### src/hw/rtl/stm_pkg.sv
// Shared types and constants of the task-to-worker block map.
`default_nettype none

package stm_pkg;

   // field widths
   localparam int TASK_W    = 13;   // task counts and task_count register
   localparam int WORKER_W  = 11;   // worker_count register
   localparam int IDX_W     = 10;   // worker index on the result
   localparam int STATUS_W  = 2;
   localparam int CSR_IDX_W = 1;
   localparam int CSR_DATA_W = TASK_W;

   localparam logic [TASK_W-1:0]   MAX_TASKS   = 13'd4096;
   localparam logic [WORKER_W-1:0] MAX_WORKERS = 11'd1024;

   // result status codes
   localparam logic [STATUS_W-1:0] STATUS_OK       = 2'd0;
   localparam logic [STATUS_W-1:0] STATUS_NO_TASK  = 2'd1;
   localparam logic [STATUS_W-1:0] STATUS_TOO_MANY = 2'd2;

   // register indexes
   localparam logic [CSR_IDX_W-1:0] CSR_TASK_COUNT   = 1'b0;
   localparam logic [CSR_IDX_W-1:0] CSR_WORKER_COUNT = 1'b1;

   // shared divider
   localparam int DIVIDEND_W = TASK_W;
   localparam int DIVISOR_W  = WORKER_W;
   localparam int DIV_STEPS  = DIVIDEND_W;
   localparam int DIV_CNT_W  = $clog2(DIV_STEPS);

   typedef struct packed {
      logic                  start;
      logic [DIVIDEND_W-1:0] dividend;
      logic [DIVISOR_W-1:0]  divisor;
   } div_req_type;

   typedef struct packed {
      logic                  done;
      logic [DIVIDEND_W-1:0] quotient;
      logic [DIVISOR_W-1:0]  remainder;
   } div_rsp_type;

   typedef enum logic [2:0] {
      ST_IDLE,
      ST_DIV_BASE,
      ST_DIV_GAP,
      ST_ENTER,
      ST_STEP
   } state_type;

endpackage

`default_nettype wire

### src/hw/rtl/stm_req_if.sv
// Request channel: valid/ready handshake carrying the restart flag.
`default_nettype none

interface stm_req_if;
   logic valid;
   logic ready;
   logic restart;

   modport source (output valid, output restart, input ready);
   modport sink   (input valid, input restart, output ready);
endinterface

`default_nettype wire

### src/hw/rtl/stm_rsp_if.sv
// Result channel: valid/ready handshake carrying worker index, last flag and status.
`default_nettype none

interface stm_rsp_if;
   import stm_pkg::*;

   logic                valid;
   logic                ready;
   logic [IDX_W-1:0]    worker_index;
   logic                last_task;
   logic [STATUS_W-1:0] status;

   modport source (output valid, output worker_index, output last_task, output status,
                   input ready);
   modport sink   (input valid, input worker_index, input last_task, input status,
                   output ready);
endinterface

`default_nettype wire

### src/hw/rtl/stm_div.sv
// Shared restoring divider, one quotient bit per cycle.
`default_nettype none

module stm_div (
   input  logic                clock,
   input  logic                reset,
   input  stm_pkg::div_req_type div_req,
   output stm_pkg::div_rsp_type div_rsp
);
   import stm_pkg::*;

   logic                 busy_ff;
   logic                 done_ff;
   logic [DIV_CNT_W-1:0] count_ff;
   logic [DIVISOR_W-1:0] rem_ff;
   logic [DIVIDEND_W-1:0] quo_ff;
   logic [DIVISOR_W-1:0] divisor_ff;

   logic [DIVISOR_W+1:0] trial;
   logic                 fits;

   // shift in the next dividend bit and try to subtract
   assign trial = {1'b0, rem_ff, quo_ff[DIVIDEND_W-1]} - {2'b00, divisor_ff};
   assign fits  = ~trial[DIVISOR_W+1];

   always_ff @(posedge clock) begin
      if (reset) begin
         busy_ff  <= 1'b0;
         done_ff  <= 1'b0;
         count_ff <= '0;
      end else begin
         done_ff <= 1'b0;
         if (div_req.start && !busy_ff) begin
            busy_ff  <= 1'b1;
            count_ff <= DIV_CNT_W'(DIV_STEPS - 1);
         end else if (busy_ff) begin
            count_ff <= count_ff - 1'b1;
            if (count_ff == '0) begin
               busy_ff <= 1'b0;
               done_ff <= 1'b1;
            end
         end
      end
   end

   always_ff @(posedge clock) begin
      if (div_req.start && !busy_ff) begin
         rem_ff     <= '0;
         quo_ff     <= div_req.dividend;
         divisor_ff <= div_req.divisor;
      end else if (busy_ff) begin
         rem_ff <= fits ? trial[DIVISOR_W-1:0] : {rem_ff[DIVISOR_W-2:0], quo_ff[DIVIDEND_W-1]};
         quo_ff <= {quo_ff[DIVIDEND_W-2:0], fits};
      end
   end

   assign div_rsp.done      = done_ff;
   assign div_rsp.quotient  = quo_ff;
   assign div_rsp.remainder = rem_ff;

   a_done_idle: assert property (@(posedge clock) disable iff (reset)
      done_ff |-> !busy_ff)
      else $error("divider done while still busy");

   a_last_step_done: assert property (@(posedge clock) disable iff (reset)
      (busy_ff && count_ff == '0) |=> done_ff)
      else $error("divider missed its done pulse");

   a_no_start_busy: assert property (@(posedge clock) disable iff (reset)
      div_req.start |-> !busy_ff)
      else $error("divider started while busy");

   a_rem_bound: assert property (@(posedge clock) disable iff (reset)
      (done_ff && divisor_ff != '0) |-> rem_ff < divisor_ff)
      else $error("divider remainder not below divisor");

endmodule

`default_nettype wire

### src/hw/rtl/spread_block_task_to_worker_map.sv
// Top level: sequencer and task map state of the task-to-worker block map.
// A next-task request is accepted only while idle; its result is registered in the STEP
//   state when the result register is free, before a new request is taken. A valid
//   restart runs one or two divisions on the shared divider, the second with leftover tasks.
// Request ready is high whenever the sequencer is idle, also while a result waits.
// Reset (synchronous, active high) clears both registers and all map state; a restart
//   is needed before the first next-task request.
`default_nettype none

module spread_block_task_to_worker_map (
   input  logic                               clock,
   input  logic                               reset,
   stm_req_if.sink                            req,
   stm_rsp_if.source                          rsp,
   input  logic                               csr_write_enable,
   input  logic [stm_pkg::CSR_IDX_W-1:0]      csr_index,
   input  logic [stm_pkg::CSR_DATA_W-1:0]     csr_write_data
);
   import stm_pkg::*;

   // configuration
   logic [TASK_W-1:0]   task_count_ff;
   logic [WORKER_W-1:0] worker_count_ff;

   // sequencer
   state_type           state_ff, state_in;
   logic                restart_ff, restart_in;
   logic [STATUS_W-1:0] err_ff, err_in;

   // map state
   logic [IDX_W-1:0]    current_worker_ff, current_worker_in;
   logic [TASK_W-1:0]   left_in_worker_ff, left_in_worker_in;
   logic [TASK_W-1:0]   tasks_issued_ff, tasks_issued_in;
   logic [TASK_W-1:0]   base_share_ff, base_share_in;
   logic [IDX_W-1:0]    gap_ff, gap_in;             // free workers per leftover
   logic [IDX_W-1:0]    wide_total_ff, wide_total_in;
   logic [IDX_W-1:0]    wide_used_ff, wide_used_in;
   logic [WORKER_W-1:0] next_extra_ff, next_extra_in;
   logic                extras_pending_ff, extras_pending_in;
   logic                sequence_valid_ff, sequence_valid_in;

   // result register
   logic                rsp_valid_ff, rsp_valid_in;
   logic [IDX_W-1:0]    rsp_worker_ff, rsp_worker_in;
   logic                rsp_last_ff, rsp_last_in;
   logic [STATUS_W-1:0] rsp_status_ff, rsp_status_in;

   div_req_type         div_req;
   div_rsp_type         div_rsp;

   logic                req_fire;
   logic                out_free;
   logic [STATUS_W-1:0] cfg_err;

   // worker entry: make enter_w current and load its block size
   logic [IDX_W-1:0]    enter_w;
   logic                enter_is_extra;
   logic                enter_wide;
   logic [WORKER_W-1:0] enter_step;
   logic [WORKER_W:0]   enter_next;

   // per-task step
   logic [TASK_W-1:0]   issued_next;
   logic                step_last;
   logic [TASK_W-1:0]   left_dec;
   logic [WORKER_W-1:0] worker_plus;
   logic                advance;
   logic [STATUS_W-1:0] step_status;

   stm_div u_div (
      .clock   (clock),
      .reset   (reset),
      .div_req (div_req),
      .div_rsp (div_rsp)
   );

   assign req_fire  = req.valid && req.ready;
   assign out_free  = !rsp_valid_ff || rsp.ready;
   assign req.ready = (state_ff == ST_IDLE);

   assign rsp.valid        = rsp_valid_ff;
   assign rsp.worker_index = rsp_worker_ff;
   assign rsp.last_task    = rsp_last_ff;
   assign rsp.status       = rsp_status_ff;

   // configuration checks done at restart, in the order of precedence
   always_comb begin
      if (worker_count_ff == '0 || worker_count_ff > MAX_WORKERS || task_count_ff > MAX_TASKS)
      begin
         cfg_err = STATUS_NO_TASK;
      end else if ({{(TASK_W-WORKER_W){1'b0}}, worker_count_ff} > task_count_ff) begin
         cfg_err = STATUS_TOO_MANY;
      end else begin
         cfg_err = STATUS_OK;
      end
   end

   // step arithmetic
   assign issued_next = tasks_issued_ff + 1'b1;
   assign step_last   = (issued_next == task_count_ff);
   assign left_dec    = (left_in_worker_ff != '0) ? left_in_worker_ff - 1'b1 : '0;
   assign worker_plus = {1'b0, current_worker_ff} + 1'b1;
   assign advance     = (left_dec == '0) && !step_last && (worker_plus < worker_count_ff);

   always_comb begin
      if (err_ff != STATUS_OK) begin
         step_status = err_ff;
      end else if (!restart_ff && (!sequence_valid_ff || tasks_issued_ff >= task_count_ff))
      begin
         step_status = STATUS_NO_TASK;
      end else begin
         step_status = STATUS_OK;
      end
   end

   // worker entry arithmetic; extras land every 1+gap workers, first wide_total gaps wider
   assign enter_w        = (state_ff == ST_ENTER) ? '0 : worker_plus[IDX_W-1:0];
   assign enter_is_extra = extras_pending_ff && ({1'b0, enter_w} == next_extra_ff);
   assign enter_wide     = (wide_used_ff < wide_total_ff);
   assign enter_step     = WORKER_W'(1) + {1'b0, gap_ff} + {{(WORKER_W-1){1'b0}}, enter_wide};
   assign enter_next     = {2'b00, enter_w} + {1'b0, enter_step};

   // next state
   always_comb begin
      state_in = state_ff;
      unique case (state_ff)
         ST_IDLE: begin
            if (req_fire) begin
               state_in = (req.restart && cfg_err == STATUS_OK) ? ST_DIV_BASE : ST_STEP;
            end
         end
         ST_DIV_BASE: begin
            if (div_rsp.done) begin
               state_in = (div_rsp.remainder != '0) ? ST_DIV_GAP : ST_ENTER;
            end
         end
         ST_DIV_GAP: begin
            if (div_rsp.done) begin
               state_in = ST_ENTER;
            end
         end
         ST_ENTER: begin
            state_in = ST_STEP;
         end
         ST_STEP: begin
            if (out_free) begin
               state_in = ST_IDLE;
            end
         end
         default: begin
            state_in = ST_IDLE;
         end
      endcase
   end

   // datapath and outputs
   always_comb begin
      restart_in        = restart_ff;
      err_in            = err_ff;
      current_worker_in = current_worker_ff;
      left_in_worker_in = left_in_worker_ff;
      tasks_issued_in   = tasks_issued_ff;
      base_share_in     = base_share_ff;
      gap_in            = gap_ff;
      wide_total_in     = wide_total_ff;
      wide_used_in      = wide_used_ff;
      next_extra_in     = next_extra_ff;
      extras_pending_in = extras_pending_ff;
      sequence_valid_in = sequence_valid_ff;
      rsp_valid_in      = rsp_valid_ff && !rsp.ready;
      rsp_worker_in     = rsp_worker_ff;
      rsp_last_in       = rsp_last_ff;
      rsp_status_in     = rsp_status_ff;
      div_req.start     = 1'b0;
      div_req.dividend  = task_count_ff;
      div_req.divisor   = worker_count_ff;

      unique case (state_ff)
         ST_IDLE: begin
            if (req_fire) begin
               restart_in = req.restart;
               err_in     = req.restart ? cfg_err : STATUS_OK;
               if (req.restart) begin
                  sequence_valid_in = 1'b0;
                  div_req.start     = (cfg_err == STATUS_OK);
               end
            end
         end
         ST_DIV_BASE: begin
            if (div_rsp.done) begin
               base_share_in   = div_rsp.quotient;
               wide_used_in    = '0;
               next_extra_in   = '0;
               tasks_issued_in = '0;
               gap_in          = '0;
               wide_total_in   = '0;
               extras_pending_in = (div_rsp.remainder != '0);
               // second pass: free workers over leftovers
               div_req.start    = (div_rsp.remainder != '0);
               div_req.dividend = {{(DIVIDEND_W-WORKER_W){1'b0}},
                                   worker_count_ff - div_rsp.remainder};
               div_req.divisor  = div_rsp.remainder;
            end
         end
         ST_DIV_GAP: begin
            if (div_rsp.done) begin
               gap_in        = div_rsp.quotient[IDX_W-1:0];
               wide_total_in = div_rsp.remainder[IDX_W-1:0];
            end
         end
         ST_ENTER: begin
            sequence_valid_in = 1'b1;
         end
         ST_STEP: begin
            if (out_free) begin
               rsp_valid_in  = 1'b1;
               rsp_status_in = step_status;
               rsp_worker_in = '0;
               rsp_last_in   = 1'b0;
               if (step_status == STATUS_OK) begin
                  rsp_worker_in     = current_worker_ff;
                  rsp_last_in       = step_last;
                  tasks_issued_in   = issued_next;
                  left_in_worker_in = left_dec;
               end
            end
         end
         default: begin
         end
      endcase

      // enter first worker after the split, or the next one when a block runs out
      if ((state_ff == ST_ENTER) ||
          (state_ff == ST_STEP && out_free && step_status == STATUS_OK && advance)) begin
         current_worker_in = enter_w;
         left_in_worker_in = base_share_ff + {{(TASK_W-1){1'b0}}, enter_is_extra};
         if (enter_is_extra) begin
            if (enter_wide) begin
               wide_used_in = wide_used_ff + 1'b1;
            end
            next_extra_in     = enter_next[WORKER_W-1:0];
            extras_pending_in = (enter_next < {1'b0, worker_count_ff});
         end
      end

      // any register write drops the running sequence
      if (csr_write_enable) begin
         sequence_valid_in = 1'b0;
      end
   end

   always_ff @(posedge clock) begin
      if (reset) begin
         task_count_ff   <= '0;
         worker_count_ff <= '0;
      end else if (csr_write_enable) begin
         unique case (csr_index)
            CSR_TASK_COUNT:   task_count_ff   <= csr_write_data;
            CSR_WORKER_COUNT: worker_count_ff <= csr_write_data[WORKER_W-1:0];
            default: begin
            end
         endcase
      end
   end

   always_ff @(posedge clock) begin
      if (reset) begin
         state_ff          <= ST_IDLE;
         restart_ff        <= 1'b0;
         err_ff            <= STATUS_OK;
         current_worker_ff <= '0;
         left_in_worker_ff <= '0;
         tasks_issued_ff   <= '0;
         base_share_ff     <= '0;
         gap_ff            <= '0;
         wide_total_ff     <= '0;
         wide_used_ff      <= '0;
         next_extra_ff     <= '0;
         extras_pending_ff <= 1'b0;
         sequence_valid_ff <= 1'b0;
         rsp_valid_ff      <= 1'b0;
      end else begin
         state_ff          <= state_in;
         restart_ff        <= restart_in;
         err_ff            <= err_in;
         current_worker_ff <= current_worker_in;
         left_in_worker_ff <= left_in_worker_in;
         tasks_issued_ff   <= tasks_issued_in;
         base_share_ff     <= base_share_in;
         gap_ff            <= gap_in;
         wide_total_ff     <= wide_total_in;
         wide_used_ff      <= wide_used_in;
         next_extra_ff     <= next_extra_in;
         extras_pending_ff <= extras_pending_in;
         sequence_valid_ff <= sequence_valid_in;
         rsp_valid_ff      <= rsp_valid_in;
      end
   end

   always_ff @(posedge clock) begin
      rsp_worker_ff <= rsp_worker_in;
      rsp_last_ff   <= rsp_last_in;
      rsp_status_ff <= rsp_status_in;
   end

   a_err_clean: assert property (@(posedge clock) disable iff (reset)
      (rsp_valid_ff && rsp_status_ff != STATUS_OK) |-> (rsp_worker_ff == '0 && !rsp_last_ff))
      else $error("error result carries a worker or last flag");

   a_fresh_sequence: assert property (@(posedge clock) disable iff (reset)
      $rose(sequence_valid_ff) |-> (tasks_issued_ff == '0 && current_worker_ff == '0))
      else $error("sequence started away from the first task");

   a_rsp_hold: assert property (@(posedge clock) disable iff (reset)
      (rsp_valid_ff && !rsp.ready) |=> (rsp_valid_ff && $stable(rsp_worker_ff) &&
                                        $stable(rsp_last_ff) && $stable(rsp_status_ff)))
      else $error("result changed while waiting");

endmodule

`default_nettype wire
### src/flat_wrapper.sv
// flat-port wrapper written by rule: the top's interface ports become plain ports
module spread_block_task_to_worker_map_flat import stm_pkg::*;
  (clock, reset, csr_write_enable, csr_index, csr_write_data, req_valid, req_restart, req_ready, rsp_valid, rsp_worker_index, rsp_last_task, rsp_status, rsp_ready);
  stm_req_if req_i ();
  stm_rsp_if rsp_i ();
  input  logic clock;
  input  logic reset;
  input  logic csr_write_enable;
  input  logic [stm_pkg::CSR_IDX_W-1:0] csr_index;
  input  logic [stm_pkg::CSR_DATA_W-1:0] csr_write_data;
  input wire logic [$bits(req_i.valid)-1:0] req_valid;
  input wire logic [$bits(req_i.restart)-1:0] req_restart;
  output wire logic [$bits(req_i.ready)-1:0] req_ready;
  output wire logic [$bits(rsp_i.valid)-1:0] rsp_valid;
  output wire logic [$bits(rsp_i.worker_index)-1:0] rsp_worker_index;
  output wire logic [$bits(rsp_i.last_task)-1:0] rsp_last_task;
  output wire logic [$bits(rsp_i.status)-1:0] rsp_status;
  input wire logic [$bits(rsp_i.ready)-1:0] rsp_ready;
  assign req_i.valid = req_valid;
  assign req_i.restart = req_restart;
  assign req_ready = req_i.ready;
  assign rsp_valid = rsp_i.valid;
  assign rsp_worker_index = rsp_i.worker_index;
  assign rsp_last_task = rsp_i.last_task;
  assign rsp_status = rsp_i.status;
  assign rsp_i.ready = rsp_ready;
  spread_block_task_to_worker_map u_core (.clock(clock), .reset(reset), .req(req_i), .rsp(rsp_i), .csr_write_enable(csr_write_enable), .csr_index(csr_index), .csr_write_data(csr_write_data));
endmodule
### config.mk
export PLATFORM = sky130hd
export DESIGN_NAME = spread_block_task_to_worker_map_flat
export DESIGN_NICKNAME = d
export VERILOG_FILES = /design/src/hw/rtl/stm_pkg.sv /design/src/hw/rtl/stm_req_if.sv /design/src/hw/rtl/stm_rsp_if.sv /design/src/hw/rtl/stm_div.sv /design/src/hw/rtl/spread_block_task_to_worker_map.sv /design/src/flat_wrapper.sv
export SDC_FILE = /design/constraint.sdc
export NUM_CORES = 1
export LEC_CHECK = 0
export BUFFER_PORTS_ARGS = -buffer_cell sky130_fd_sc_hd__clkbuf_2
export CAP_MARGIN = 5
export CORE_UTILIZATION = 69
export CTS_BUF_LIST = sky130_fd_sc_hd__clkbuf_8
export CTS_CLUSTER_SIZE = 12
export DETAILED_ROUTE_END_ITERATION = 12
export PLACE_DENSITY = 0.87
export SETUP_SLACK_MARGIN = 0.1
export SYNTH_ARGS = -nofsm -noshare
export SYNTH_HDL_FRONTEND = slang
export SYNTH_SLANG_ARGS = --single-unit
### constraint.sdc
create_clock -name clock -period 7.7 [get_ports clock]
set_input_delay 1.54 -clock clock [delete_from_list [all_inputs] [get_ports clock]]
set_output_delay 1.54 -clock clock [all_outputs]
set_load 0.01 [all_outputs]
After elaboration in Yosys (flattened, before gate mapping)
Cells that the tools add are included.

word-level totals
  word-level logic and storage cells = 169
  register bits after elaboration = 177
  input port bits = 20

operators by class
  mux-type cells = 59
  $lt $le $gt $ge = 7
  equal/unequal tests = 12
  bitwise operators = 3
  reduce and logical (&&, ||, !) cells = 51
  $add $sub $neg = 11

operators by type and width
  operator               count
  $mux 13                10
  $mux 10                9
  $mux 11                5
  $pmux 10 s2            2
  $pmux 13 s2            1
  $mux 25                1
  $mux 24                1
  $mux 1                 16
  $reduce_bool 2->1      8
  $mux 3                 5
  $pmux 3 s5             1
  $add 13x1->13          1
  $add 13x1->13 const B  1
  $eq 13x13->1           1
  $ge 13x13->1           1
  $gt 11x13->1           1
  $gt 13x13->1 const B   1
  $logic_not 13->1       1
  $reduce_bool 13->1     1
  $sub 12x11->13         1
  $sub 13x1->13 const B  1
  $add 10x11->12         1
  $lt 12x11->1           1
  $add 1x10->11 const A  1
  other kinds (31)       71

Longest topological paths before layout
  depth after elaboration = 11
  depth in mapped cells = 26
  mapped depth without buffers = 26

By module
A second synthesis with hierarchy kept.

unflattened totals
  cells, all modules = 1,422
  area total of the unflattened synthesis = 11,576.1 um2

modules (own cells, without submodules)
  module                           times used  area each (um2)  cells an instance
  spread_block_task_to_worker_map  1           9,347.7          1,223
  stm_div                          1           2,228.4          199

Worst setup path before layout
No wires, ideal clock.

  path kind = reg-to-reg
  from = register u_core.wide_used_ff[2]
  to = register u_core.extras_pending_ff
  buffers on the path = 0
  library setup time = 0.058 ns
  setup slack = 2.864 ns
  arrival time = 4.778 ns
  cell stages (with the launch flop) = 25
  cell sequence = dfxtp_1 ha_1 a21oi_1 o21ai_0 a21o_1 a21o_1 a2111oi_0 o31a_1 inv_1 ha_1 inv_1 ha_1 a21o_1 a21oi_1 o21ai_0 a2111o_1 a31o_2 a211oi_1 nor2_1 ha_1 a211o_1 o221ai_1 a21oi_1 nor3_1 o21a_1

between the ends
  longest elaborated chain between the ends = 6

RTL lines
  item                    line                                    RTL
  start, declared         spread_block_task_to_worker_map.sv:37   logic [IDX_W-1:0] wide_used_ff, wide_used_in;
  start signal, assigned  spread_block_task_to_worker_map.sv:292  wide_used_ff <= wide_used_in;
  $lt 10x10->1            spread_block_task_to_worker_map.sv:119  assign enter_wide = (wide_used_ff < wide_total_ff);
  $add 11x1->11           spread_block_task_to_worker_map.sv:120  assign enter_step = WORKER_W'(1) + {1'b0, gap_ff} + {{(WORKER_W-1){1'b0}}, enter_wide};
  $add 10x11->12          spread_block_task_to_worker_map.sv:121  assign enter_next = {2'b00, enter_w} + {1'b0, enter_step};
  $lt 12x11->1            spread_block_task_to_worker_map.sv:242  extras_pending_in = (enter_next < {1'b0, worker_count_ff});
  $mux 1                  spread_block_task_to_worker_map.sv:237  if (enter_is_extra) begin
  $mux 1                  spread_block_task_to_worker_map.sv:233  if ((state_ff == ST_ENTER) ||
  end signal, assigned    spread_block_task_to_worker_map.sv:294  extras_pending_ff <= extras_pending_in;
  end, declared           spread_block_task_to_worker_map.sv:39   logic extras_pending_ff, extras_pending_in;

Every way passes these cells.
A chain may end at the register's enable or synchronous reset.

Worst setup path after layout
Same ends and word-level chain as after synthesis.

==> results.ini <==
[synth]
async_flop_share_pct = 0
syn_area_mm2 = 0.0114
synth_top_area_cell = dfxtp_1
syn_inst = 1402
synth.avg_cell_area_um2 = 8.12
synth_ff_type = dfxtp_1
synth_common_cells = nand2_1, dfxtp_1, a21oi_1
synth.most_common_cell = nand2_1
ys_seq_area_share_pct = 34.4
synthTopCellsByArea = dfxtp_1, ha_1, edfxtp_1
synth_top_area_share_pct = 24.6
syn_nets = 1526
ys_types = 79
ys_warn_count = 0
ys_seq_elements = 177
synth_edf_count = 37

[layout]
layout.nets = 1521
instances_no_fill = 1626
antenna_cells = 0
area_delta_synth_final_pct = 5.39
drive_gt1_share_pct = 7.23

[routing]
drt_first_iter_violations = 1116
via_count = 10403
totalWireLength_mm = 29.0
dr.pass1.iters = 6
drc = 0
drt-wirelength-per-cell_um = 17.9
viasPerCell = 6.40
postRouteAntennaNets = 0

[timing]
fin_crit_sh_pct = 72.0
hold_slack_ns = 0.464
min_period_ns = 5.54
drv_slew = 0
timing.final.ws_setup_ns = 2.16
maxSlewHeadroom_pct = 15.8
setup_tns_ns = 0
finalClockSkew_ns = 0.0178
tightestPinTransition_ns = 1.23
rsz0062_at_grt = false
finalSetupViolCount = 0
fmax_mhz = 180
finalHoldViolCount = 0

[cts]
clock_sinks = 177
cts_setup_buffers = 0
clockRootBuffer = clkbuf_8
htree_levels = 4
numCtsBuffers = 17
cts_buffer_depth = 2
cts_tree = yes
cts_resized = 0
clk_pin_slew_ns = 0.09
clk_latency_ns = 0.48
hold_buffers = 0

[pwr]
powerDensity_mw_per_mm2 = 192
leakage_nw = 4.74
peakVddDrop_v = 0.000214
power.total_mw = 2.30

[setup_path]
r2r_slack_ns = 2.16
crit_chain = ha_1, a21oi_1, o21ai_0, a21o_1, a21o_1, a2111oi_0, o31a_1, inv_1, ha_1, inv_1, ha_1, a21o_1, a21oi_1, o21ai_0, a2111o_1, a31o_2, a211oi_1, nor2_1, ha_1, a211o_1, o221ai_1, a21oi_1, nor3_1, o21a_1
cpMostUsedCell = ha_1
max_stage_delay_ns = 0.54
cp_slowest_cell = a2111oi_0
cp-start-kind = flip-flop
crit_required_ns = 8.12
path_delay_family = compound AO/OA/AOI/OAI gates
worst_ep_arrival_time_ns = 5.96
worstPathMaxFanout = 5
path_class = flip-flop to flip-flop
path_buf_inv = 2
end_kind = flip-flop

[run_status]
status = finished clean

[grt]
grt_usage_pct = 35.3
grt_overflow_total = 0
grt_pass1_wl_mm = 46.4
grt_pass1_vias = 9376
grt_max_degree = 104
antenna_found_initial = 0

[die]
coreArea_mm2 = 0.0160
dieArea_mm2 = 0.0170
start_util_pct = 71.1
num_rows = 46
io_pins = 35
die_w_um = 130
fp.dieH_um = 130

[worst_hold_path]
hp-class = flip-flop to flip-flop

[place]
placed_cells = 1594
io_buffers = 34
dp_hpwl_mm = 21.1
gp_congestion = 0.927
detailedPlace.worstSlack_ns = 2.31

[job]
cap_violations = 0

[sequential cells by signal, summed over array words and instances, names as in the netlist, 2 cells and up]
register,count
u_core.base_share_ff,13
u_core.left_in_worker_ff,13
u_core.task_count_ff,13
u_core.tasks_issued_ff,13
u_core.u_div.quo_ff,13
u_core.next_extra_ff,11
u_core.u_div.divisor_ff,11
u_core.u_div.rem_ff,11
u_core.worker_count_ff,11
u_core.current_worker_ff,10
u_core.gap_ff,10
u_core.rsp.worker_index,10
u_core.wide_total_ff,10
u_core.wide_used_ff,10
u_core.u_div.count_ff,4
u_core.state_ff,3
u_core.err_ff,2
u_core.rsp.status,2
[area by class of cell]
cell class,count,area [um2]
clock buffer,22,303
tap,216,270
clock inverter,10,90.1
multi-input combinational,1065,6830
sequential,177,3910
timing repair buffer,42,233
fill,1198,4010
inverter,94,353
[metal layers]
layer	wire, um	GRT usage (%)	up-vias
li1	-	-	4984
met1	12000	44.6	4835
met2	13700	57.5	475
met3	2080	6.51	109
met4	1270	19.1	0
met5	0	0	-
[worst paths after layout]
kind / start / end / depth (start not counted)
worst min register to register: u_core.restart_ff / u_core.restart_ff / 2
worst max register to register: u_core.wide_used_ff[2] / u_core.extras_pending_ff / 24
worst min-delay path: u_core.restart_ff / u_core.restart_ff / 2
worst max-delay path: u_core.wide_used_ff[2] / u_core.extras_pending_ff / 24
[kinds of logic after synthesis]
kind of cell | Yosys count | share of synthesized area (%)
mux | 14 | 1.25
buf+inv | 160 | 5.62
fa+ha+maj | 104 | 11.6
flops | 177 | 34.4
simple gates | 534 | 22.7
xor+xnor | 63 | 5.11
compound gates | 350 | 19.3
[layout by cell type (no fill, tap or decap), drive strengths merged, types with 26 or more instances in the layout]
cell type / n
a21oi: 126
a22oi: 26
and3: 26
clkbuf: 55
dfxtp: 140
edfxtp: 37
ha: 101
inv: 98
nand2: 177
nand3: 57
nor2: 118
nor3: 33
o21ai: 83
xnor2: 35
xor2: 26
[where the power goes]
group	internal (mW)	total, mW	switching, mW
clock	0.276	0.634	0.358
sequential	1.01	1.09	0.0842
combinational	0.233	0.578	0.345
[tightest hold or removal path, stage by stage, from the launching register on]
cell and delay, ns:
dfxtp_1 0.32, nand2_1 0.05, a21oi_1 0.05
[through the flow]
step	util, %	area [um2]
6_report	74.9	12000
2_1_floorplan	-	11400
5_1_grt	74.9	12000
3_3_place_gp	72.5	11600
3_5_place_dp	72.5	11600
4_1_cts	74.9	12000
(Power assumes the default switching activity.)
